`config.mk`:
```
export PLATFORM = sky130hd
export DESIGN_NAME = oscillator_trim_calibrator
export DESIGN_NICKNAME = d
export VERILOG_FILES = /design/src/rtl/otc_pkg.sv /design/src/rtl/otc_seq.sv /design/src/rtl/otc_correct.sv /design/src/rtl/oscillator_trim_calibrator.sv
export SDC_FILE = /design/constraint.sdc
export NUM_CORES = 1
export LEC_CHECK = 0
export BUFFER_PORTS_ARGS = -buffer_cell sky130_fd_sc_hd__buf_2
export CORE_MARGIN = 1
export CORE_UTILIZATION = 39
export CTS_BUF_LIST = sky130_fd_sc_hd__clkbuf_2 sky130_fd_sc_hd__clkbuf_4 sky130_fd_sc_hd__clkbuf_8
export CTS_CLUSTER_SIZE = 14
export DETAILED_ROUTE_END_ITERATION = 10
export MAX_ROUTING_LAYER = met4
export PLACE_DENSITY_LB_ADDON = 0.12
export SLEW_MARGIN = 30
export SYNTH_ARGS = -nofsm -noshare
export SYNTH_HDL_FRONTEND = slang
export SYNTH_SLANG_ARGS = --single-unit
```
`constraint.sdc`:
```
create_clock -name clk -period 7.2 [get_ports clk]
set_input_delay 0.36 -clock clk [delete_from_list [all_inputs] [get_ports clk]]
set_output_delay 0.36 -clock clk [all_outputs]
set_load 0.03 [all_outputs]
```
`src/rtl/otc_pkg.sv`:
```
package otc_pkg;

	localparam int unsigned CFG_DATA_BITS = 32;
	localparam int unsigned CFG_IDX_BITS  = 3;
	localparam int unsigned TARGET_BITS   = 32;
	localparam int unsigned EVT_BITS      = 8;

	// configuration register indexes
	localparam logic [CFG_IDX_BITS-1:0] REG_LC_TARGET     = 3'd0;
	localparam logic [CFG_IDX_BITS-1:0] REG_LC_CODE_START = 3'd1;
	localparam logic [CFG_IDX_BITS-1:0] REG_IF_TARGET     = 3'd2;
	localparam logic [CFG_IDX_BITS-1:0] REG_HF_TRIM_START = 3'd3;
	localparam logic [CFG_IDX_BITS-1:0] REG_RC_TRIM_START = 3'd4;
	localparam logic [CFG_IDX_BITS-1:0] REG_IF_TRIM_START = 3'd5;
	localparam logic [CFG_IDX_BITS-1:0] REG_EVENT_TOTAL   = 3'd6;

	// fixed register widths as seen on the configuration port
	localparam int unsigned LC_START_BITS = 16;
	localparam int unsigned HF_START_BITS = 10;
	localparam int unsigned RC_START_BITS = 15;
	localparam int unsigned IF_START_BITS = 10;

	// window count thresholds
	localparam logic [31:0] HF_SLOW        = 32'd1997000;
	localparam logic [31:0] HF_FAST        = 32'd2003000;
	localparam logic [31:0] RC_FAST_COARSE = 32'd200600;
	localparam logic [31:0] RC_FAST_FINE   = 32'd200080;
	localparam logic [31:0] RC_FAST_SUPER  = 32'd200015;
	localparam logic [31:0] RC_SLOW_COARSE = 32'd199400;
	localparam logic [31:0] RC_SLOW_FINE   = 32'd199920;
	localparam logic [31:0] RC_SLOW_SUPER  = 32'd199985;
	localparam logic [31:0] IF_BAND        = 32'd1400;

	localparam int unsigned HF_BORROW_FINE = 10;
	localparam int unsigned HF_CARRY_FINE  = 23;
	localparam int unsigned IF_CARRY_DROP  = 8;

	localparam logic [TARGET_BITS-1:0] IF_TARGET_RESET   = 32'd1400;
	localparam logic [EVT_BITS-1:0]    EVENT_TOTAL_RESET = 8'd10;
	localparam logic [EVT_BITS-1:0]    WARMUP_EVENTS     = 8'd2;

	typedef struct packed {
		logic apply;
		logic done;
	} otc_step_t;

endpackage

```
`src/rtl/otc_seq.sv`:
```
module otc_seq (
	input  logic                          clk,
	input  logic                          arst_n,
	input  logic                          step,
	input  logic [otc_pkg::EVT_BITS-1:0]  event_total,
	output otc_pkg::otc_step_t            status
);
	import otc_pkg::*;

	logic [EVT_BITS-1:0] event_index_q;
	logic                finished_q;
	logic [EVT_BITS-1:0] index_inc;
	logic                last_event;

	assign index_inc  = event_index_q + EVT_BITS'(1);
	assign last_event = !finished_q && (index_inc == event_total);

	// outcome of the event currently at the head of the pipe
	assign status.apply = !finished_q && (index_inc > WARMUP_EVENTS);
	assign status.done  = finished_q || last_event;

	always_ff @(posedge clk or negedge arst_n) begin
		if (!arst_n) begin
			event_index_q <= '0;
			finished_q    <= 1'b0;
		end else if (step && !finished_q) begin
			if (last_event) begin
				event_index_q <= '0;
				finished_q    <= 1'b1;
			end else begin
				event_index_q <= index_inc;
			end
		end
	end

endmodule

```
`src/rtl/otc_correct.sv`:
```
module otc_correct #(
	parameter int unsigned TRIM_BITS    = 5,
	parameter int unsigned LC_CODE_BITS = 16,
	parameter int unsigned COUNT_BITS   = 32
) (
	input  logic [2*TRIM_BITS-1:0]               hf_trim,
	input  logic [3*TRIM_BITS-1:0]               rc_trim,
	input  logic [LC_CODE_BITS-1:0]              lc_tune,
	input  logic [2*TRIM_BITS-1:0]               if_trim,
	input  logic [COUNT_BITS-1:0]                hf_count,
	input  logic [COUNT_BITS-1:0]                rc_count,
	input  logic [COUNT_BITS-1:0]                lc_count,
	input  logic [COUNT_BITS-1:0]                if_count,
	input  logic [otc_pkg::TARGET_BITS-1:0]      lc_goal,
	input  logic [otc_pkg::TARGET_BITS-1:0]      if_target,
	output logic [2*TRIM_BITS-1:0]               hf_trim_nxt,
	output logic [3*TRIM_BITS-1:0]               rc_trim_nxt,
	output logic [LC_CODE_BITS-1:0]              lc_tune_nxt,
	output logic [2*TRIM_BITS-1:0]               if_trim_nxt
);
	import otc_pkg::*;

	localparam int unsigned FINE_MAX_I = (1 << TRIM_BITS) - 1;
	localparam logic [TRIM_BITS-1:0] FINE_MAX = TRIM_BITS'(FINE_MAX_I);
	localparam logic [TRIM_BITS-1:0] HF_BORROW_SET =
		TRIM_BITS'((HF_BORROW_FINE < FINE_MAX_I) ? HF_BORROW_FINE : FINE_MAX_I);
	localparam logic [TRIM_BITS-1:0] HF_CARRY_SET =
		TRIM_BITS'((HF_CARRY_FINE < FINE_MAX_I) ? HF_CARRY_FINE : FINE_MAX_I);
	localparam logic [TRIM_BITS-1:0] IF_CARRY_SET =
		TRIM_BITS'((1 << TRIM_BITS) - IF_CARRY_DROP);
	localparam logic [LC_CODE_BITS-1:0] LC_MAX = '1;

	logic [31:0] hf_w, rc_w, lc_w, if_w;
	logic [32:0] if_hi;

	assign hf_w  = 32'(hf_count);
	assign rc_w  = 32'(rc_count);
	assign lc_w  = 32'(lc_count);
	assign if_w  = 32'(if_count);
	// upper deadband edge without wrap
	assign if_hi = {1'b0, if_target} + {1'b0, IF_BAND};

	// hf: fine with borrow from and carry into coarse
	always_comb begin
		logic [TRIM_BITS-1:0] c;
		logic [TRIM_BITS-1:0] f;
		c = hf_trim[2*TRIM_BITS-1:TRIM_BITS];
		f = hf_trim[TRIM_BITS-1:0];
		if (hf_w < HF_SLOW) begin
			if (f != '0) begin
				f = f - TRIM_BITS'(1);
			end else if (c != '0) begin
				c = c - TRIM_BITS'(1);
				f = HF_BORROW_SET;
			end
		end else if (hf_w > HF_FAST) begin
			if (f != FINE_MAX) begin
				f = f + TRIM_BITS'(1);
			end else if (c != FINE_MAX) begin
				c = c + TRIM_BITS'(1);
				f = HF_CARRY_SET;
			end
		end
		hf_trim_nxt = {c, f};
	end

	always_comb begin
		lc_tune_nxt = lc_tune;
		if (lc_w > lc_goal && lc_tune != '0) begin
			lc_tune_nxt = lc_tune - LC_CODE_BITS'(1);
		end else if (lc_w < lc_goal && lc_tune != LC_MAX) begin
			lc_tune_nxt = lc_tune + LC_CODE_BITS'(1);
		end
	end

	// rc: step size picked by how far the count is off
	always_comb begin
		logic [TRIM_BITS-1:0] c;
		logic [TRIM_BITS-1:0] f;
		logic [TRIM_BITS-1:0] s;
		c = rc_trim[3*TRIM_BITS-1:2*TRIM_BITS];
		f = rc_trim[2*TRIM_BITS-1:TRIM_BITS];
		s = rc_trim[TRIM_BITS-1:0];
		if (rc_w > RC_FAST_COARSE) begin
			if (c != FINE_MAX) c = c + TRIM_BITS'(1);
		end else if (rc_w > RC_FAST_FINE) begin
			if (f != FINE_MAX) f = f + TRIM_BITS'(1);
		end else if (rc_w > RC_FAST_SUPER) begin
			if (s != FINE_MAX) s = s + TRIM_BITS'(1);
		end
		if (rc_w < RC_SLOW_COARSE) begin
			if (c != '0) c = c - TRIM_BITS'(1);
		end else if (rc_w < RC_SLOW_FINE) begin
			if (f != '0) f = f - TRIM_BITS'(1);
		end else if (rc_w < RC_SLOW_SUPER) begin
			if (s != '0) s = s - TRIM_BITS'(1);
		end
		rc_trim_nxt = {c, f, s};
	end

	// if: fine with carry into coarse, slow test off when target is under the band
	always_comb begin
		logic [TRIM_BITS-1:0] c;
		logic [TRIM_BITS-1:0] f;
		c = if_trim[2*TRIM_BITS-1:TRIM_BITS];
		f = if_trim[TRIM_BITS-1:0];
		if ({1'b0, if_w} > if_hi) begin
			if (f != FINE_MAX) begin
				f = f + TRIM_BITS'(1);
			end else if (c != FINE_MAX) begin
				f = IF_CARRY_SET;
				c = c + TRIM_BITS'(1);
			end
		end
		if (if_target >= IF_BAND && if_w < (if_target - IF_BAND)) begin
			if (f != '0) f = f - TRIM_BITS'(1);
		end
		if_trim_nxt = {c, f};
	end

endmodule

```
`src/rtl/oscillator_trim_calibrator.sv`:
```
// channel  | handshake                  | payload
// ---------+----------------------------+---------------------------------------------
// in       | in_valid / in_stall        | hf_count, rc_count, lc_count, if_count
// out      | out_valid / out_stall      | trim codes, lc_code, apply, done_res
// cfg      | cfg_valid / cfg_ready      | cfg_index, cfg_data (ready is always high)
//
// one event per cycle sustained while out_stall is low: the counts sit in an input
// register, the correction is one compare/increment level, and the result lands in the
// output register; out_valid rises as an event moves into it from the input register.
// arst_n clears the event counter, done flag and pipe valids; trims return to zero.
// in_stall rises only when both the input stage and the output register are full
// and out_stall is high.
module oscillator_trim_calibrator #(
	parameter int unsigned TRIM_BITS    = 5,
	parameter int unsigned LC_CODE_BITS = 16,
	parameter int unsigned COUNT_BITS   = 32
) (
	input  logic                                 clk,
	input  logic                                 arst_n,
	input  logic                                 in_valid,
	output logic                                 in_stall,
	input  logic [COUNT_BITS-1:0]                hf_count,
	input  logic [COUNT_BITS-1:0]                rc_count,
	input  logic [COUNT_BITS-1:0]                lc_count,
	input  logic [COUNT_BITS-1:0]                if_count,
	output logic                                 out_valid,
	input  logic                                 out_stall,
	output logic [TRIM_BITS-1:0]                 hf_coarse,
	output logic [TRIM_BITS-1:0]                 hf_fine,
	output logic [TRIM_BITS-1:0]                 rc_coarse,
	output logic [TRIM_BITS-1:0]                 rc_fine,
	output logic [TRIM_BITS-1:0]                 rc_superfine,
	output logic [LC_CODE_BITS-1:0]              lc_code,
	output logic [TRIM_BITS-1:0]                 ifclk_coarse,
	output logic [TRIM_BITS-1:0]                 if_fine,
	output logic                                 apply,
	output logic                                 done_res,
	input  logic                                 cfg_valid,
	output logic                                 cfg_ready,
	input  logic [otc_pkg::CFG_IDX_BITS-1:0]     cfg_index,
	input  logic [otc_pkg::CFG_DATA_BITS-1:0]    cfg_data
);
	import otc_pkg::*;

	logic [TARGET_BITS-1:0]    lc_goal_q;
	logic [TARGET_BITS-1:0]    if_target_q;
	logic [EVT_BITS-1:0]       event_total_q;

	logic [2*TRIM_BITS-1:0]    hf_trim_q, hf_trim_nxt;
	logic [3*TRIM_BITS-1:0]    rc_trim_q, rc_trim_nxt;
	logic [LC_CODE_BITS-1:0]   lc_tune_q, lc_tune_nxt;
	logic [2*TRIM_BITS-1:0]    if_trim_q, if_trim_nxt;

	logic                      valid_s1;
	logic [COUNT_BITS-1:0]     hf_count_s1, rc_count_s1, lc_count_s1, if_count_s1;

	logic                      out_valid_q;
	logic [2*TRIM_BITS-1:0]    hf_out_q;
	logic [3*TRIM_BITS-1:0]    rc_out_q;
	logic [LC_CODE_BITS-1:0]   lc_out_q;
	logic [2*TRIM_BITS-1:0]    if_out_q;
	logic                      apply_q;
	logic                      done_q;

	logic                      in_xfer;
	logic                      advance;
	logic                      cfg_wr;
	otc_step_t                 step_st;

	logic [2*TRIM_BITS-1:0]    hf_res;
	logic [3*TRIM_BITS-1:0]    rc_res;
	logic [LC_CODE_BITS-1:0]   lc_res;
	logic [2*TRIM_BITS-1:0]    if_res;

	assign cfg_ready = 1'b1;
	assign cfg_wr    = cfg_valid && cfg_ready;
	assign advance   = valid_s1 && (!out_valid_q || !out_stall);
	assign in_stall  = valid_s1 && out_valid_q && out_stall;
	assign in_xfer   = in_valid && !in_stall;

	otc_seq u_seq (
		.clk         (clk),
		.arst_n      (arst_n),
		.step        (advance),
		.event_total (event_total_q),
		.status      (step_st)
	);

	otc_correct #(
		.TRIM_BITS    (TRIM_BITS),
		.LC_CODE_BITS (LC_CODE_BITS),
		.COUNT_BITS   (COUNT_BITS)
	) u_correct (
		.hf_trim     (hf_trim_q),
		.rc_trim     (rc_trim_q),
		.lc_tune     (lc_tune_q),
		.if_trim     (if_trim_q),
		.hf_count    (hf_count_s1),
		.rc_count    (rc_count_s1),
		.lc_count    (lc_count_s1),
		.if_count    (if_count_s1),
		.lc_goal     (lc_goal_q),
		.if_target   (if_target_q),
		.hf_trim_nxt (hf_trim_nxt),
		.rc_trim_nxt (rc_trim_nxt),
		.lc_tune_nxt (lc_tune_nxt),
		.if_trim_nxt (if_trim_nxt)
	);

	// codes after this event; unchanged during warm-up and after done
	assign hf_res = step_st.apply ? hf_trim_nxt : hf_trim_q;
	assign rc_res = step_st.apply ? rc_trim_nxt : rc_trim_q;
	assign lc_res = step_st.apply ? lc_tune_nxt : lc_tune_q;
	assign if_res = step_st.apply ? if_trim_nxt : if_trim_q;

	always_ff @(posedge clk or negedge arst_n) begin
		if (!arst_n) begin
			lc_goal_q     <= '0;
			if_target_q   <= IF_TARGET_RESET;
			event_total_q <= EVENT_TOTAL_RESET;
		end else if (cfg_wr) begin
			case (cfg_index)
				REG_LC_TARGET:   lc_goal_q     <= TARGET_BITS'(cfg_data);
				REG_IF_TARGET:   if_target_q   <= TARGET_BITS'(cfg_data);
				REG_EVENT_TOTAL: event_total_q <= EVT_BITS'(cfg_data);
				default: ;
			endcase
		end
	end

	// trim state: a start-register write loads the trim directly
	always_ff @(posedge clk or negedge arst_n) begin
		if (!arst_n) begin
			hf_trim_q <= '0;
			rc_trim_q <= '0;
			lc_tune_q <= '0;
			if_trim_q <= '0;
		end else if (cfg_wr) begin
			case (cfg_index)
				REG_LC_CODE_START:
					lc_tune_q <= LC_CODE_BITS'(cfg_data[LC_START_BITS-1:0]);
				REG_HF_TRIM_START:
					hf_trim_q <= (2*TRIM_BITS)'(cfg_data[HF_START_BITS-1:0]);
				REG_RC_TRIM_START:
					rc_trim_q <= (3*TRIM_BITS)'(cfg_data[RC_START_BITS-1:0]);
				REG_IF_TRIM_START:
					if_trim_q <= (2*TRIM_BITS)'(cfg_data[IF_START_BITS-1:0]);
				default: ;
			endcase
		end else if (advance) begin
			hf_trim_q <= hf_res;
			rc_trim_q <= rc_res;
			lc_tune_q <= lc_res;
			if_trim_q <= if_res;
		end
	end

	always_ff @(posedge clk or negedge arst_n) begin
		if (!arst_n) begin
			valid_s1 <= 1'b0;
		end else if (in_xfer) begin
			valid_s1 <= 1'b1;
		end else if (advance) begin
			valid_s1 <= 1'b0;
		end
	end

	always_ff @(posedge clk) begin
		if (in_xfer) begin
			hf_count_s1 <= hf_count;
			rc_count_s1 <= rc_count;
			lc_count_s1 <= lc_count;
			if_count_s1 <= if_count;
		end
	end

	always_ff @(posedge clk or negedge arst_n) begin
		if (!arst_n) begin
			out_valid_q <= 1'b0;
		end else if (advance) begin
			out_valid_q <= 1'b1;
		end else if (!out_stall) begin
			out_valid_q <= 1'b0;
		end
	end

	always_ff @(posedge clk) begin
		if (advance) begin
			hf_out_q <= hf_res;
			rc_out_q <= rc_res;
			lc_out_q <= lc_res;
			if_out_q <= if_res;
			apply_q  <= step_st.apply;
			done_q   <= step_st.done;
		end
	end

	assign out_valid    = out_valid_q;
	assign hf_coarse    = hf_out_q[2*TRIM_BITS-1:TRIM_BITS];
	assign hf_fine      = hf_out_q[TRIM_BITS-1:0];
	assign rc_coarse    = rc_out_q[3*TRIM_BITS-1:2*TRIM_BITS];
	assign rc_fine      = rc_out_q[2*TRIM_BITS-1:TRIM_BITS];
	assign rc_superfine = rc_out_q[TRIM_BITS-1:0];
	assign lc_code      = lc_out_q;
	assign ifclk_coarse = if_out_q[2*TRIM_BITS-1:TRIM_BITS];
	assign if_fine      = if_out_q[TRIM_BITS-1:0];
	assign apply        = apply_q;
	assign done_res     = done_q;

endmodule

```
# After elaboration in Yosys (flattened, before gate mapping)
# Index checks and enable logic that the tools add are counted.
# Widths: inputs -> output; s select.
dict set report op_classes {
  n_addsub 18
  order_cmp 14
  eq_ne 20
  muxes 61
  reduce_logical 34
}
# cell n
set ops {}
lappend ops {{$mux 5} 38}
lappend ops {{$gt 32x18->1 const B} 3}
lappend ops {{$lt 32x18->1 const B} 3}
lappend ops {{$mux 16} 6}
lappend ops {{$mux 10} 8}
lappend ops {{$lt 32x32->1} 2}
lappend ops {{$mux 15} 4}
lappend ops {{$add 5x1->5 const B} 7}
lappend ops {{$ne 5x5->1 const B} 7}
lappend ops {{$add 32x11->33 const B} 1}
lappend ops {{$gt 32x33->1} 1}
lappend ops {{$ge 32x11->1 const B} 1}
lappend ops {{$gt 32x21->1 const B} 1}
lappend ops {{$gt 32x32->1} 1}
lappend ops {{$lt 32x21->1 const B} 1}
lappend ops {{$sub 32x11->32 const B} 1}
lappend ops {{$reduce_bool 5->1} 6}
lappend ops {{$sub 5x1->5 const B} 6}
lappend ops {{$add 16x1->16 const B} 1}
lappend ops {{$ne 16x16->1 const B} 1}
lappend ops {{$reduce_and 2->1} 8}
lappend ops {{$reduce_bool 16->1} 1}
lappend ops {{$sub 16x1->16 const B} 1}
lappend ops {{$logic_and 1x1->1} 10}
lappend ops {{13 further kinds} 28}
dict set report word_totals {
  register_bits 315
  out_inout_bits 56
  word_cells 168
}

# Longest topological paths before layout
# Gate-level depths: netlist of the first run.
dict set report depth {
  depth_word 13
  ltp_mapped 21
  depth_no_buf 21
}

# Cells and area by module
# From an unflattened synthesis of the first run, not the netlist that was laid out.
dict set report unflattened {
  cells_unflattened 1584
  hier_area_um2 17981.0
}
# module n_inst cells_each area_each_um2
set modules_own_cells {}
lappend modules_own_cells {oscillator_trim_calibrator 1 642 11312.1}
lappend modules_own_cells {otc_correct 1 849 5876.9}
lappend modules_own_cells {otc_seq 1 93 792.0}

# Worst setup path after synthesis of the first run
# No wires, ideal clock.
dict set report synth_timing {
  path_kind {reg2reg}
  startpoint {register if_target_q[3]}
  endpoint {register if_out_q[1], data pin}
  setup_ns 0.145
  t_arrival_ns 4.558
  required_time_ns 7.055
  slack_ns 2.498
  path_stages_with_launch 22
  path_buffers 0
  synth_period_minus_slack_ns 4.702
  path_cell_list {dfstp_2 inv_1 ha_1 nand2_1 a21oi_1 o21ba_2 nor3_1 nand4_1 xor2_1 ha_1 nand4_1 or4_1 nor3_1 a32o_1 a21o_1 nand2_1 a22oi_1 ha_1 inv_1 o31ai_2 mux2_2 o21ai_1}
}
dict set report synth_between {
  elab_chain_len 7
  word_cells_on_any_way 12
  classes_between {add/sub (3); order compare (3); mux (4); reduce/logical (2)}
}
# item line_no
set synth_rtl {}
lappend synth_rtl {{start: declaration} oscillator_trim_calibrator.sv:46} ;# logic [TARGET_BITS-1:0] if_target_q;
lappend synth_rtl {{start signal: assignment} oscillator_trim_calibrator.sv:124} ;# REG_IF_TARGET: if_target_q <= TARGET_BITS'(cfg_data);
lappend synth_rtl {{$add 32x11->33} otc_correct.sv:41} ;# assign if_hi = {1'b0, if_target} + {1'b0, IF_BAND};
lappend synth_rtl {{$gt 32x33->1} otc_correct.sv:107} ;# if ({1'b0, if_w} > if_hi) begin
lappend synth_rtl {{$mux 5} otc_correct.sv:107}
lappend synth_rtl {{$sub 5x1->5 / $reduce_bool 5->1 (equally long branches)} otc_correct.sv:116} ;# if (f != '0) f = f - TRIM_BITS'(1);
lappend synth_rtl {{$mux 5} otc_correct.sv:116}
lappend synth_rtl {{$mux 5 *} otc_correct.sv:115} ;# if (if_target >= IF_BAND && if_w < (if_target - IF_BAND)) begin
lappend synth_rtl {{$mux 10 *} oscillator_trim_calibrator.sv:114} ;# assign if_res = step_st.apply ? if_trim_nxt : if_trim_q;
lappend synth_rtl {{net if_res[1]} oscillator_trim_calibrator.sv:73} ;# logic [2*TRIM_BITS-1:0] if_res;
lappend synth_rtl {{end signal: assignment} oscillator_trim_calibrator.sv:192} ;# if_out_q <= if_res;
lappend synth_rtl {{end: declaration} oscillator_trim_calibrator.sv:61} ;# logic [2*TRIM_BITS-1:0] if_out_q;
# Mark *: on every way through the listed nets, which the timed path passes. The rest lies on a longest branch.
# A chain may end at the register's enable or synchronous reset.

# Worst setup path in the final report of the first run
# Same ends and word-level chain as after synthesis.

==> results of run 1 <==
## worst max path at each step
stage                                    start                    end  slack (ns)  cells after the start
floorplan           if_target_q[3]$_DFFE_PN1P_  if_out_q[1]$_DFFE_PP_        2.50                     21
global placement    if_target_q[3]$_DFFE_PN1P_  if_out_q[1]$_DFFE_PP_        2.03                     21
detailed placement  if_target_q[3]$_DFFE_PN1P_  if_out_q[1]$_DFFE_PP_        1.85                     21
CTS                 if_target_q[3]$_DFFE_PN1P_  if_out_q[1]$_DFFE_PP_        1.80                     21
global route        if_target_q[3]$_DFFE_PN1P_  if_out_q[1]$_DFFE_PP_        1.30                     21
finish              if_target_q[3]$_DFFE_PN1P_  if_out_q[1]$_DFFE_PP_        1.79                     21
## synth_stat cells, drive strengths merged, types with 4 or more instances
library cell,count,share of area (%)
dfstp,8,1.2
a22oi,9,0.38
mux2i,31,1.8
nand2b,15,0.53
xor2,45,2.2
a221oi,4,0.20
o211ai,7,0.30
or2,7,0.25
nand4,44,1.6
mux2,43,2.7
dfrtp,126,18
a211o,4,0.20
nor2,104,2.2
inv,67,1.4
o22ai,31,1.2
nand3b,5,0.21
or4,10,0.42
and4,11,0.54
buf,21,0.70
o31ai,11,0.49
edfxtp,181,31
and2,8,0.30
nand2,176,3.7
or3,10,0.38
nor4,24,0.96
o21ai,117,3.4
a31oi,12,0.42
nand3,65,1.9
o21a,14,0.59
a21o,14,0.59
clkbuf,68,1.4
ha,115,8.1
a21oi,85,2.4
nor3,50,1.4
and3,21,0.74
a211oi,18,0.76
xnor2,51,2.5
nor2b,15,0.53
## worst max-delay path, delay by kind of cell (launching register included)
family	cells	cell delay (ns)
buffers and inverters	2	0.13
AO/OA/AOI/OAI	7	1.48
adder cells (fa/ha/maj)	3	0.74
AND/OR/NAND/NOR	7	1.75
flip-flops	1	0.60
XOR/XNOR	1	0.17
multiplexers	1	0.38
## registers in the layout (all words and copies together), names as in the netlist, 15 cells and up
signal	cells
hf_count_s1	32
if_count_s1	32
if_target_q	32
lc_count_s1	32
lc_goal_q	32
rc_count_s1	32
lc_code	16
lc_tune_q	16
rc_out_q	15
rc_trim_q	15
## where the power goes
| part | internal, mW | switching, mW |
|---|---|---|
| Combinational | 1.01 | 1.54 |
| Sequential | 2.36 | 0.422 |
| Clock | 1.10 | 0.780 |
| Total | 4.47 | 2.74 |
## metrics by stage
| step | worst slack (ns) | hold WS (ns) | util, % | instances |
|---|---|---|---|---|
| 4_1_cts | 1.798 | 0.01109 | 49.52 | 2691 |
| 2_1_floorplan | 2.498 | 0.06441 | - | 1702 |
| 5_1_grt | 1.300 | 0.04184 | 49.58 | 2694 |
| 6_report | 1.793 | 0.05742 | 49.58 | 2694 |
| 3_5_place_dp | 1.846 | 0.4302 | 43.40 | 2441 |
| 3_3_place_gp | 2.033 | 0.4344 | 43.40 | 2441 |
## cells by family after synthesis
kind of cell | after synthesis
adders and majority gates | 115
muxes | 74
buffers and inverters | 157
and+or+nand+nor | 577
DFF | 315
xor gates and xnor gates | 96
AOI/OAI and AO/OA | 367
other | 1
## routing by layer
layer  vias to the layer above  part of all wire (%)  wire length (um)
met3                        79                   4.9              2480
met4                         0                   2.7              1361
met2                       354                    46             23370
met5                         -                     0                 0
li1                       7019                     -                 -
met1                      6861                    46             23630
## cell type report
cell class	instances	area, sq um	area share [%]
Antenna cell	3	7.507	0.03395
Clock buffer	74	937.1	4.238
Clock inverter	28	307.8	1.392
Inverter	68	255.2	1.154
Multi-Input combinational cell	1230	8359	37.80
Sequential cell	315	8798	39.79
Tap cell	592	740.7	3.350
Timing Repair Buffer	384	2708	12.24
==> out/qor_table.md, run 1 <==
| Result | This run |
| --- | --- |
| Layout-stage area growth over the synthesis result | 24.48% |
| Number of setup violations in the final report | 0 |
| Async set-reset flop share out of synthesis | 42.54% |
| Hold Path Stages | 3 |
| Placer Congestion | 0.9021 |
| Lkg Pwr | 9.036 nW |
| Worst Hold Launch | cfg_data[11] |
| EDFF count, synth | 181 |
| Remaining DRCs | 0 |
| Worst endpoint required time | 7.69 ns |
| Largest stage delay on the critical path | 0.60 ns |
| TritonCTS clock tree | done |
| Predominant post-synthesis flop cell | sky130_fd_sc_hd__edfxtp_1 |
| Simple logic cell fraction of the synthesized area | 16.33% |
| XOR/XNOR share of the synthesized area | 4.733% |
| Number of nets produced by synthesis | 1985 |
| Detailed-route wire length | 50.85 mm |
| Core Rows | 77 |
| Hold path endpoint | lc_goal_q[11]$_DFFE_PN0P_ |
| Largest family of logic cells by synthesized area | simple AND/OR/NAND/NOR gates |
| Post-cts resize count | 0 |
| Worst IR drop on VDD | 0.1897 mV |
| Post-route standard cell area excluding fillers | 22110 sq um |
| Worst Path Max Fanout | 7 |
| Pwr/cell area | 326.1 nW/um^2 |
| Post-cts hold buffer count | 148 |
| Min Clock Period, post-route | 5.407 ns |
| Post-Place Cell Area | 19360 sq um |
| Max-cap viol count | 0 |
| Maximum clock frequency | 184.9 MHz |
| Router iterations before antenna repair | 5 |
| Std-Cell Core Area | 44610 sq um |
| Post-route fraction of the period consumed by the critical path | 75.10% |
| Gate count after technology mapping | 1702 |
| DIE AREA | 46410 sq um |
| Area of the mapped netlist | 17760 sq um |
| Number of buffer cells added on primary ports | 222 |
| GR Util met3 | 4.200% |
| Initial antenna violation count | 3 |
| Clock skew | 0.02991 ns |
| Crit end category | register |
| Detailed-route wire length per cell | 18.87 um |
| NumNets Final | 2338 |
| Proportion of synthesized chip area in sequential cells | 49.53% |
| Highest-utilization routing layer at the global route stage | met2 |
| Reg-to-Reg End | if_out_q[1]$_DFFE_PP_ |
| Cts bufs inserted | 56 |
| Initial DRC count | 934 |
| DP HPWL | 36.10 mm |
| Complex-gate fraction of the synthesized area | 13.23% |
| Residual overflow from global routing | 0 |
| Depth of the CTS H-tree | 2 |
| Setup crit start kind | register |
| Mux contribution to synthesized area | 4.494% |
| Final number of hold-violating endpoints | 0 |
| Worst-case headroom to the max-slew limit | 43.21% |
| Clock-pin slew of the registers on the worst-case setup and hold paths | 0.06 ns |
| First-pass GRT wire length | 79.35 mm |
| Status | completed |
| Chip width | 215.4 um |
| Worst Path Arrival | 5.90 ns |
| Number of cells on the worst reg-to-reg path | 21 |
| Register-to-register setup slack | 1.79 ns |
| Global routing met2 resource utilization | 35.34% |
| Number of max-slew violations in the final report | 0 |
| Global routing met1 resource utilization | 29.56% |
| Hold crit path type | input port to register |
| Yosys Warn Count | 0 |
| Post-DRT Antenna Nets | 0 |
| Most used cell, CP | sky130_fd_sc_hd__ha_1 |
| Startpoint-to-endpoint class of the critical path | register to register |
| Worst R2R Start | if_target_q[3]$_DFFE_PN1P_ |
| Ordered cell list for the critical path | inv_1 -> ha_1 -> nand2_1 -> a21oi_1 -> o21ba_2 -> nor3_1 -> nand4_1 -> xor2_1 -> ha_1 -> nand4_1 -> or4_1 -> nor3_1 -> a32o_1 -> a21o_1 -> nand2_1 -> a22oi_1 -> ha_1 -> inv_1 -> o31ai_2 -> mux2_2 -> o21ai_1 |
| CTS Buffer Depth | 3 |
| Power consumption | 7.211 mW |
| Avg Vias per Cell | 5.313 |
| Actual slew at the worst max-slew pin | 0.8509 ns |
| Worst-path cell with the longest stage delay | sky130_fd_sc_hd__dfstp_2 |
| Global Route Usage Sum | 22.56% |
| Post-synth cell types | 93 |
| Routed via count | 14310 |
| Top Ports | 224 |
| Post-synthesis adder-cell area fraction | 8.100% |
| Starting Density | 39.82% |
| Pin count of the biggest net entering global routing | 69 |
| Setup repair after global routing missed its margin | no |
| Ratio of cells with drive above 1 in the final layout | 20.01% |
| Mapped Avg Cell Area | 10.44 sq um |
| Commonest non-fill, non-tap cell in the layout | sky130_fd_sc_hd__buf_2 |
| Die height | 215.4 um |
| Total negative slack | 0 ns |
| Insertion delay of the later-clocked pin in the worst-skew pair | 0.65 ns |
| Number of filler instances in the final layout | 4110 |
| Synthesized flop and latch total | 315 |
| Post CTS Setup Buffer Count | 0 |
| Vias in the first global route | 14300 |
| Sink count of the clock tree | 315 |
| Commonest cells after routing, fill and taps aside | 221 x sky130_fd_sc_hd__buf_2, 181 x sky130_fd_sc_hd__edfxtp_1, 175 x sky130_fd_sc_hd__nand2_1 |
| Root Buffer | sky130_fd_sc_hd__clkbuf_8 |
No activity file was read; power rests on OpenSTA's default activity.
==> run 2, diff against run 1 <==
Clock period 7.2 ns to 5.2 ns, I/O delays scaled along.
==> run 2 against run 1 <==
  * Count of clock-buffer cells in the layout is 5 higher
  * Final cell count is 1.0% higher
  * Critical path depth is 1 higher
  * Worst hold slack better by 0.051 ns
  * First-iteration DRC count is 11% higher
  * Non-clock buffer count is 28 higher
  * Die area stayed put
  * Flip-flop and latch count stayed put
  * Highest routed layer unchanged
==> out/qor_table.md, run 2 (synthesized netlist as in run 1, its figures left out) <==
| Result | This run |
| --- | --- |
| Largest stage delay on the critical path | 0.59 ns |
| Router iterations before antenna repair | 5 |
| First element of the critical path | if_target_q[3]$_DFFE_PN1P_ |
| Worst R2R Start | if_target_q[3]$_DFFE_PN1P_ |
| Worst IR drop on VDD | 0.2817 mV |
| Maximum clock frequency | 204.3 MHz |
| Post-DRT Antenna Nets | 0 |
| Clock-pin slew of the registers on the worst-case setup and hold paths | 0.07 ns |
| Crit end category | register |
| Worst Path Max Fanout | 6 |
| Core Rows | 77 |
| Worst endpoint required time | 5.71 ns |
| Die height | 215.4 um |
| Top Ports | 224 |
| Worst-case headroom to the max-slew limit | 42.70% |
| Register area | 8798 sq um |
| Worst Path Arrival | 5.40 ns |
| Setup crit start kind | register |
| Status | completed |
| Commonest cells after routing, fill and taps aside | 221 x sky130_fd_sc_hd__buf_2, 181 x sky130_fd_sc_hd__edfxtp_1, 173 x sky130_fd_sc_hd__nand2_1 |
| Pwr/cell area | 449.4 nW/um^2 |
| Routed via count | 14550 |
| Crit-path leading delay family | simple AND/OR/NAND/NOR gates |
| Insertion delay of the later-clocked pin in the worst-skew pair | 0.66 ns |
| Lkg Pwr | 9.178 nW |
| Global Route Usage Sum | 22.99% |
| DP HPWL | 36.23 mm |
| Ordered cell list for the critical path | inv_1 -> ha_1 -> nand2_2 -> a21oi_1 -> o21ba_2 -> nor3_2 -> buf_4 -> nand4_1 -> xor2_1 -> ha_1 -> nand4_1 -> nor3_2 -> inv_1 -> or3_1 -> a21o_1 -> and2_2 -> a32oi_2 -> ha_2 -> inv_1 -> o31ai_4 -> mux2_2 -> o21ai_1 |
| Final number of hold-violating endpoints | 0 |
| First-pass GRT wire length | 81.02 mm |
| Number of buffers and inverters on the critical path | 4 |
| Residual overflow from global routing | 0 |
| TritonCTS clock tree | done |
| Most used cell, CP | sky130_fd_sc_hd__inv_1 |
| Chip width | 215.4 um |
| CTS Buffer Depth | 3 |
| Worst-path cell with the longest stage delay | sky130_fd_sc_hd__dfstp_2 |
| Ratio of cells with drive above 1 in the final layout | 20.96% |
| Number of max-slew violations in the final report | 0 |
| Minimum setup slack in the final design | 0.3044 ns |
| Detailed-route wire length per cell | 18.97 um |
| DIE AREA | 46410 sq um |
| Clock skew | 0.02580 ns |
| NumNets Final | 2366 |
| Root Buffer | sky130_fd_sc_hd__clkbuf_8 |
| Number of filler instances in the final layout | 4099 |
| Remaining DRCs | 0 |
| Layout-stage area growth over the synthesis result | 26.14% |
| Initial DRC count | 1041 |
| Starting Density | 39.82% |
| Avg Vias per Cell | 5.344 |
| Multi-input combinational cell area | 8411 sq um |
| Std-Cell Core Area | 44610 sq um |
| Number of setup violations in the final report | 0 |
| Worst Hold Launch | cfg_data[0] |
| Sink count of the clock tree | 315 |
| Initial antenna violation count | 1 |
| Post-Place Setup Slack | 0.04365 ns |
| Actual slew at the worst max-slew pin | 0.8596 ns |
| Setup repair after global routing missed its margin | no |
| Depth of the CTS H-tree | 2 |
| Min Clock Period, post-route | 4.896 ns |
| Hold crit path type | input port to register |
| Pin count of the biggest net entering global routing | 92 |
| Placer Congestion | 0.9142 |
| Post-route fraction of the period consumed by the critical path | 94.15% |
| Detailed-route wire length | 51.63 mm |
| Cts bufs inserted | 56 |
| Total negative slack | 0 ns |
| Vias in the first global route | 14510 |
| Commonest non-fill, non-tap cell in the layout | sky130_fd_sc_hd__buf_2 |
| Startpoint-to-endpoint class of the critical path | register to register |
| Max-cap viol count | 0 |
| Number of buffer cells added on primary ports | 222 |
## run 2: cell count changes in the layout (fill, tap and decap cells not counted), sizes merged
| cell | delta |
|---|---|
| dlygate4sd3 | +15 |
| buf | +12 |
| clkbuf | +6 |
| clkinv | -4 |
| bufinv | -2 |
| inv | +2 |
| diode | -1 |
## run 2: layer usage
| layer | up-vias | track usage [%] | part of all wire (%) |
|---|---|---|---|
| li1 | 7069 | - | - |
| met3 | 83 | 3.354 | 5.1 |
| met4 | 0 | 7.825 | 2.8 |
| met1 | 6958 | 30.43 | 46 |
| met5 | - | - | 0 |
| met2 | 437 | 36.08 | 46 |
## run 2: final cells by class
cell class | instances | area share, %
clock inverter | 24 | 1.117
multi-input combinational | 1230 | 37.53
clock buffer | 79 | 4.434
inverter | 68 | 1.139
antenna | 2 | 0.02234
tap | 592 | 3.306
timing repair buffer | 412 | 13.18
sequential | 315 | 39.27
## run 2: timing repair
item,in CTS,in global routing
pin swaps,0,5
endpoints found under the hold margin,268,0
hold buffers,163,0
resized for setup,1,13
buffers inserted,0,4
endpoints found under the setup margin,1,10
## run 2: path summary, 6_finish.rpt
path                                                       to  slack (ns)  cells past startpoint
min reg2reg                             out_valid$_DFFE_PN0P_        0.49                      1
min in group asynchronous  u_seq.event_index_q[4]$_DFFE_PN0P_        0.27                      2
max reg2reg                             if_out_q[1]$_DFFE_PP_        0.30                     22
max                                     if_out_q[1]$_DFFE_PP_        0.30                     22
min                                  if_trim_q[0]$_DFFE_PN0P_        0.11                      3
max in group asynchronous           lc_goal_q[15]$_DFFE_PN0P_        3.76                      3
## run 2: power breakdown
part	switching [mW]	internal (mW)	total, mW
registers	0.573	3.27	3.85
clock network	1.10	1.48	2.58
logic	2.20	1.45	3.64
## run 2: per-stage QoR
step           hold slack (ns)  instances  power [mW]  utilization, %  area [sq um]
3_3_place_gp            0.4358       2450       7.307           43.56         19430
6_report                0.1088       2722       10.07           50.23         22410
4_1_cts                0.03160       2716       10.12           50.01         22310
2_1_floorplan         -0.03559       1702       6.339               -         17760
3_5_place_dp            0.4381       2450       7.374           43.56         19430
5_1_grt                0.08485       2721       10.75           50.23         22410
## run 2: worst reg2reg max path: cells and delay by family (launching register included)
kind                     cells  cell delay [ns]
AO/OA/AOI/OAI                6             1.20
XOR/XNOR                     1             0.17
adder cells (fa/ha/maj)      3             0.75
buffers and inverters        4             0.37
flip-flops                   1             0.59
multiplexers                 1             0.37
AND/OR/NAND/NOR              7             1.31
==> run 3, diff against run 2 <==
Settings changed: ABC_AREA set to 1.
==> run 3 against run 2 <==
  * The run now ends with design-rule violations left
  * Critical path depth rose by 12
  * Final cell count grew 19%
  * Clock power shrank 5%
  * Clock skew rose by 0.0092 ns
  * Register-to-register slack lost 0.02 ns
  * Via count up 8.6%
  * Largest cell class unchanged
  * Highest routed layer unchanged
==> out/qor_table.md, run 3 <==
| Result | This run |
| --- | --- |
| Worst endpoint required time | 5.76 ns |
| Async set-reset flop share out of synthesis | 42.54% |
| Avg Vias per Cell | 4.892 |
| Placer Congestion | 0.8978 |
| Area of the mapped netlist | 18550 sq um |
| Cts bufs inserted | 57 |
| DIE AREA | 48450 sq um |
| Post-route fraction of the period consumed by the critical path | 94.49% |
| Largest family of logic cells by synthesized area | simple AND/OR/NAND/NOR gates |
| Utilization after layout | 49.58% |
| Std-Cell Core Area | 46750 sq um |
| Hold_ws | 0.1394 ns |
| Ratio of cells with drive above 1 in the final layout | 17.21% |
| Clock skew | 0.03497 ns |
| Lkg Pwr | 10.69 nW |
| Reg-to-Reg End | if_trim_q[1]$_DFFE_PN0P_ |
| Chip width | 220.1 um |
| Leading post-synthesis cells by instance count | 501 x sky130_fd_sc_hd__nand2_1, 268 x sky130_fd_sc_hd__inv_1, 222 x sky130_fd_sc_hd__nor2_1 |
| Die height | 220.1 um |
| Proportion of synthesized chip area in sequential cells | 47.42% |
| Number of nets produced by synthesis | 2451 |
| Remaining DRCs | 16 |
| EDFF count, synth | 181 |
| Most used cell, CP | sky130_fd_sc_hd__nand2_2 |
| Most numerous cell in the Yosys netlist | sky130_fd_sc_hd__nand2_1 |
| Synthesized flop and latch total | 315 |
| First-pass GRT wire length | 82.10 mm |
| Sink count of the clock tree | 315 |
| Depth of the CTS H-tree | 2 |
| Commonest non-fill, non-tap cell in the layout | sky130_fd_sc_hd__nand2_1 |
| Initial antenna violation count | 0 |
| Largest stage delay on the critical path | 0.57 ns |
| Worst-path cell with the longest stage delay | sky130_fd_sc_hd__dfstp_2 |
| CTS Buffer Depth | 3 |
| Cell taking the most area after synthesis | sky130_fd_sc_hd__edfxtp_1 |
| Residual overflow from global routing | 0 |
| Area share of the largest cell type after synthesis | 29.30% |
| Routed via count | 15790 |
| Worst Hold Launch | cfg_valid |
| Worst R2R Start | if_target_q[3]$_DFFE_PN1P_ |
| Number of buffer cells added on primary ports | 222 |
| DP HPWL | 37.84 mm |
| Number of setup violations in the final report | 0 |
| XOR/XNOR share of the synthesized area | 3.871% |
| Root Buffer | sky130_fd_sc_hd__clkbuf_8 |
| Post-synthesis adder-cell area fraction | 7.756% |
| Post-synth cell types | 61 |
| Final number of hold-violating endpoints | 0 |
| Insertion delay of the later-clocked pin in the worst-skew pair | 0.65 ns |
| Initial DRC count | 1020 |
| Crit end category | register |
| Detailed-route wire length | 52.77 mm |
| Yosys Warn Count | 0 |
| Starting Density | 39.68% |
| Startpoint-to-endpoint class of the critical path | register to register |
| Violated checks | design-rule violations |
| Simple logic cell fraction of the synthesized area | 23.62% |
| Cell types occupying the most area after synthesis | sky130_fd_sc_hd__edfxtp_1 29%, sky130_fd_sc_hd__dfrtp_1 17%, sky130_fd_sc_hd__nand2_1 10%, sky130_fd_sc_hd__ha_1 7.8%, sky130_fd_sc_hd__inv_1 5.4% |
| Actual slew at the worst max-slew pin | 0.8479 ns |
| Core Rows | 79 |
| Maximum clock frequency | 203.5 MHz |
| Global Route Usage Sum | 22.51% |
| TritonCTS clock tree | done |
| Worst Path Max Fanout | 7 |
| Hold Path Stages | 3 |
| Router iterations before antenna repair | 8 |
| Worst-case headroom to the max-slew limit | 43.00% |
| Post-DRT Antenna Nets | 0 |
| Number of cells on the worst reg-to-reg path | 34 |
| Predominant post-synthesis flop cell | sky130_fd_sc_hd__edfxtp_1 |
| Hold path endpoint | lc_tune_q[4]$_DFFE_PN0P_ |
| Complex-gate fraction of the synthesized area | 9.880% |
| NumNets Final | 2855 |
| Worst Path Arrival | 5.47 ns |
| Vias in the first global route | 15470 |
| Hold crit path type | input port to register |
| Clock-pin slew of the registers on the worst-case setup and hold paths | 0.07 ns |
| Register-to-register setup slack | 0.29 ns |
| Diodes inserted | 0 |
| Pin count of the biggest net entering global routing | 99 |
| Pwr/cell area | 371.3 nW/um^2 |
| Setup crit start kind | register |
| Power consumption | 8.607 mW |
| Status | complete, but fails checks |
| Gate count after technology mapping | 2168 |
| Max-cap viol count | 0 |
| Layout-stage area growth over the synthesis result | 24.95% |
| Commonest cells after routing, fill and taps aside | 497 x sky130_fd_sc_hd__nand2_1, 263 x sky130_fd_sc_hd__inv_1, 222 x sky130_fd_sc_hd__nor2_1 |
| Number of max-slew violations in the final report | 0 |
| Min Clock Period, post-route | 4.913 ns |
| Mapped Avg Cell Area | 8.558 sq um |
| Top Ports | 224 |
| Worst IR drop on VDD | 0.2324 mV |
| Mux contribution to synthesized area | 0.05395% |
| Detailed-route wire length per cell | 16.35 um |
==> run 3: changes by cell type after synthesis, sizes merged, moves of 38 or more <==
cell / change
mux2: -43
nor2: +128
nand2: +344
inv: +214
clkbuf: -40
xnor2: -38
nand3: +53
==> run 3: cell type report <==
| cell class | count | area (sq um) |
|---|---|---|
| Clock buffer | 92 | 1091 |
| Inverter | 282 | 1064 |
| Tap cell | 607 | 759.5 |
| Sequential cell | 315 | 8798 |
| Clock inverter | 16 | 95.09 |
| Timing Repair Buffer | 403 | 2887 |
| Fill cell | 4451 | 23570 |
| Multi-Input combinational cell | 1513 | 8487 |
==> run 3: how the worst max path moves through the flow <==
stage                          endpoint  slack [ns]                       start
3_3_place_gp      if_out_q[0]$_DFFE_PP_        0.28  if_target_q[3]$_DFFE_PN1P_
4_1_cts           if_out_q[0]$_DFFE_PP_        0.03  if_target_q[3]$_DFFE_PN1P_
2_1_floorplan  if_trim_q[1]$_DFFE_PN0P_        0.66       out_valid$_DFFE_PN0P_
3_5_place_dp      if_out_q[0]$_DFFE_PP_        0.06  if_target_q[3]$_DFFE_PN1P_
5_1_grt        if_trim_q[1]$_DFFE_PN0P_       -0.09  if_target_q[3]$_DFFE_PN1P_
6_report       if_trim_q[1]$_DFFE_PN0P_        0.29  if_target_q[3]$_DFFE_PN1P_
==> run 3: per-stage QoR <==
| step | setup TNS (ns) | setup WS, ns | cell area, sq um | std cells |
|---|---|---|---|---|
| finish | 0 | 0.2867 | 23180 | 3228 |
| global route | -0.3567 | -0.08623 | 23180 | 3228 |
| CTS | 0 | 0.03452 | 23010 | 3217 |
| detailed placement | 0 | 0.06322 | 20190 | 2946 |
| global placement | 0 | 0.2799 | 20190 | 2946 |
| floorplan | 0 | 0.6581 | 18550 | 2168 |
==> run 3: repair_timing <==
item,4_1_cts,5_1_grt
buffers inserted,0,11
hold endpoints to repair,294,0
hold buffers,163,0
resized for setup,0,21
endpoints found under the setup margin,0,10
==> run 3: worst max-delay path: cells and delay by family, from the launching register on <==
| family | cells | cell delay, ns |
|---|---|---|
| XOR/XNOR | 1 | 0.10 |
| adder cells (fa/ha/maj) | 3 | 0.66 |
| buffers and inverters | 4 | 0.27 |
| flip-flops | 1 | 0.57 |
| AND/OR/NAND/NOR | 22 | 2.78 |
| AO/OA/AOI/OAI | 4 | 0.45 |
==> run 3: logic make-up (layout without fill, tap and decap cells) <==
family / count (synthesis) / after routing
AOI/OAI and AO/OA: 321 / 321
xor gates and xnor gates: 82 / 82
adders and majority gates: 115 / 115
buffers and inverters: 340 / 793
DFF: 315 / 315
muxes: 1 / 1
other: 1 / 1
and+or+nand+nor: 993 / 993
==> run 3: per-layer routing <==
metal	vias to the layer above	share of wire (%)	track usage, %
met5	-	0	-
met4	0	1.9	6.460
met1	7341	47	29.24
li1	8020	-	-
met3	65	5.2	4.196
met2	365	46	35.75
==> run 3: power by group <==
part,internal [mW],switching (mW),leakage [nW]
clock network,1.37,1.07,0.635
logic,1.01,1.67,6.75
registers,3.10,0.391,3.30
total,5.48,3.13,10.7
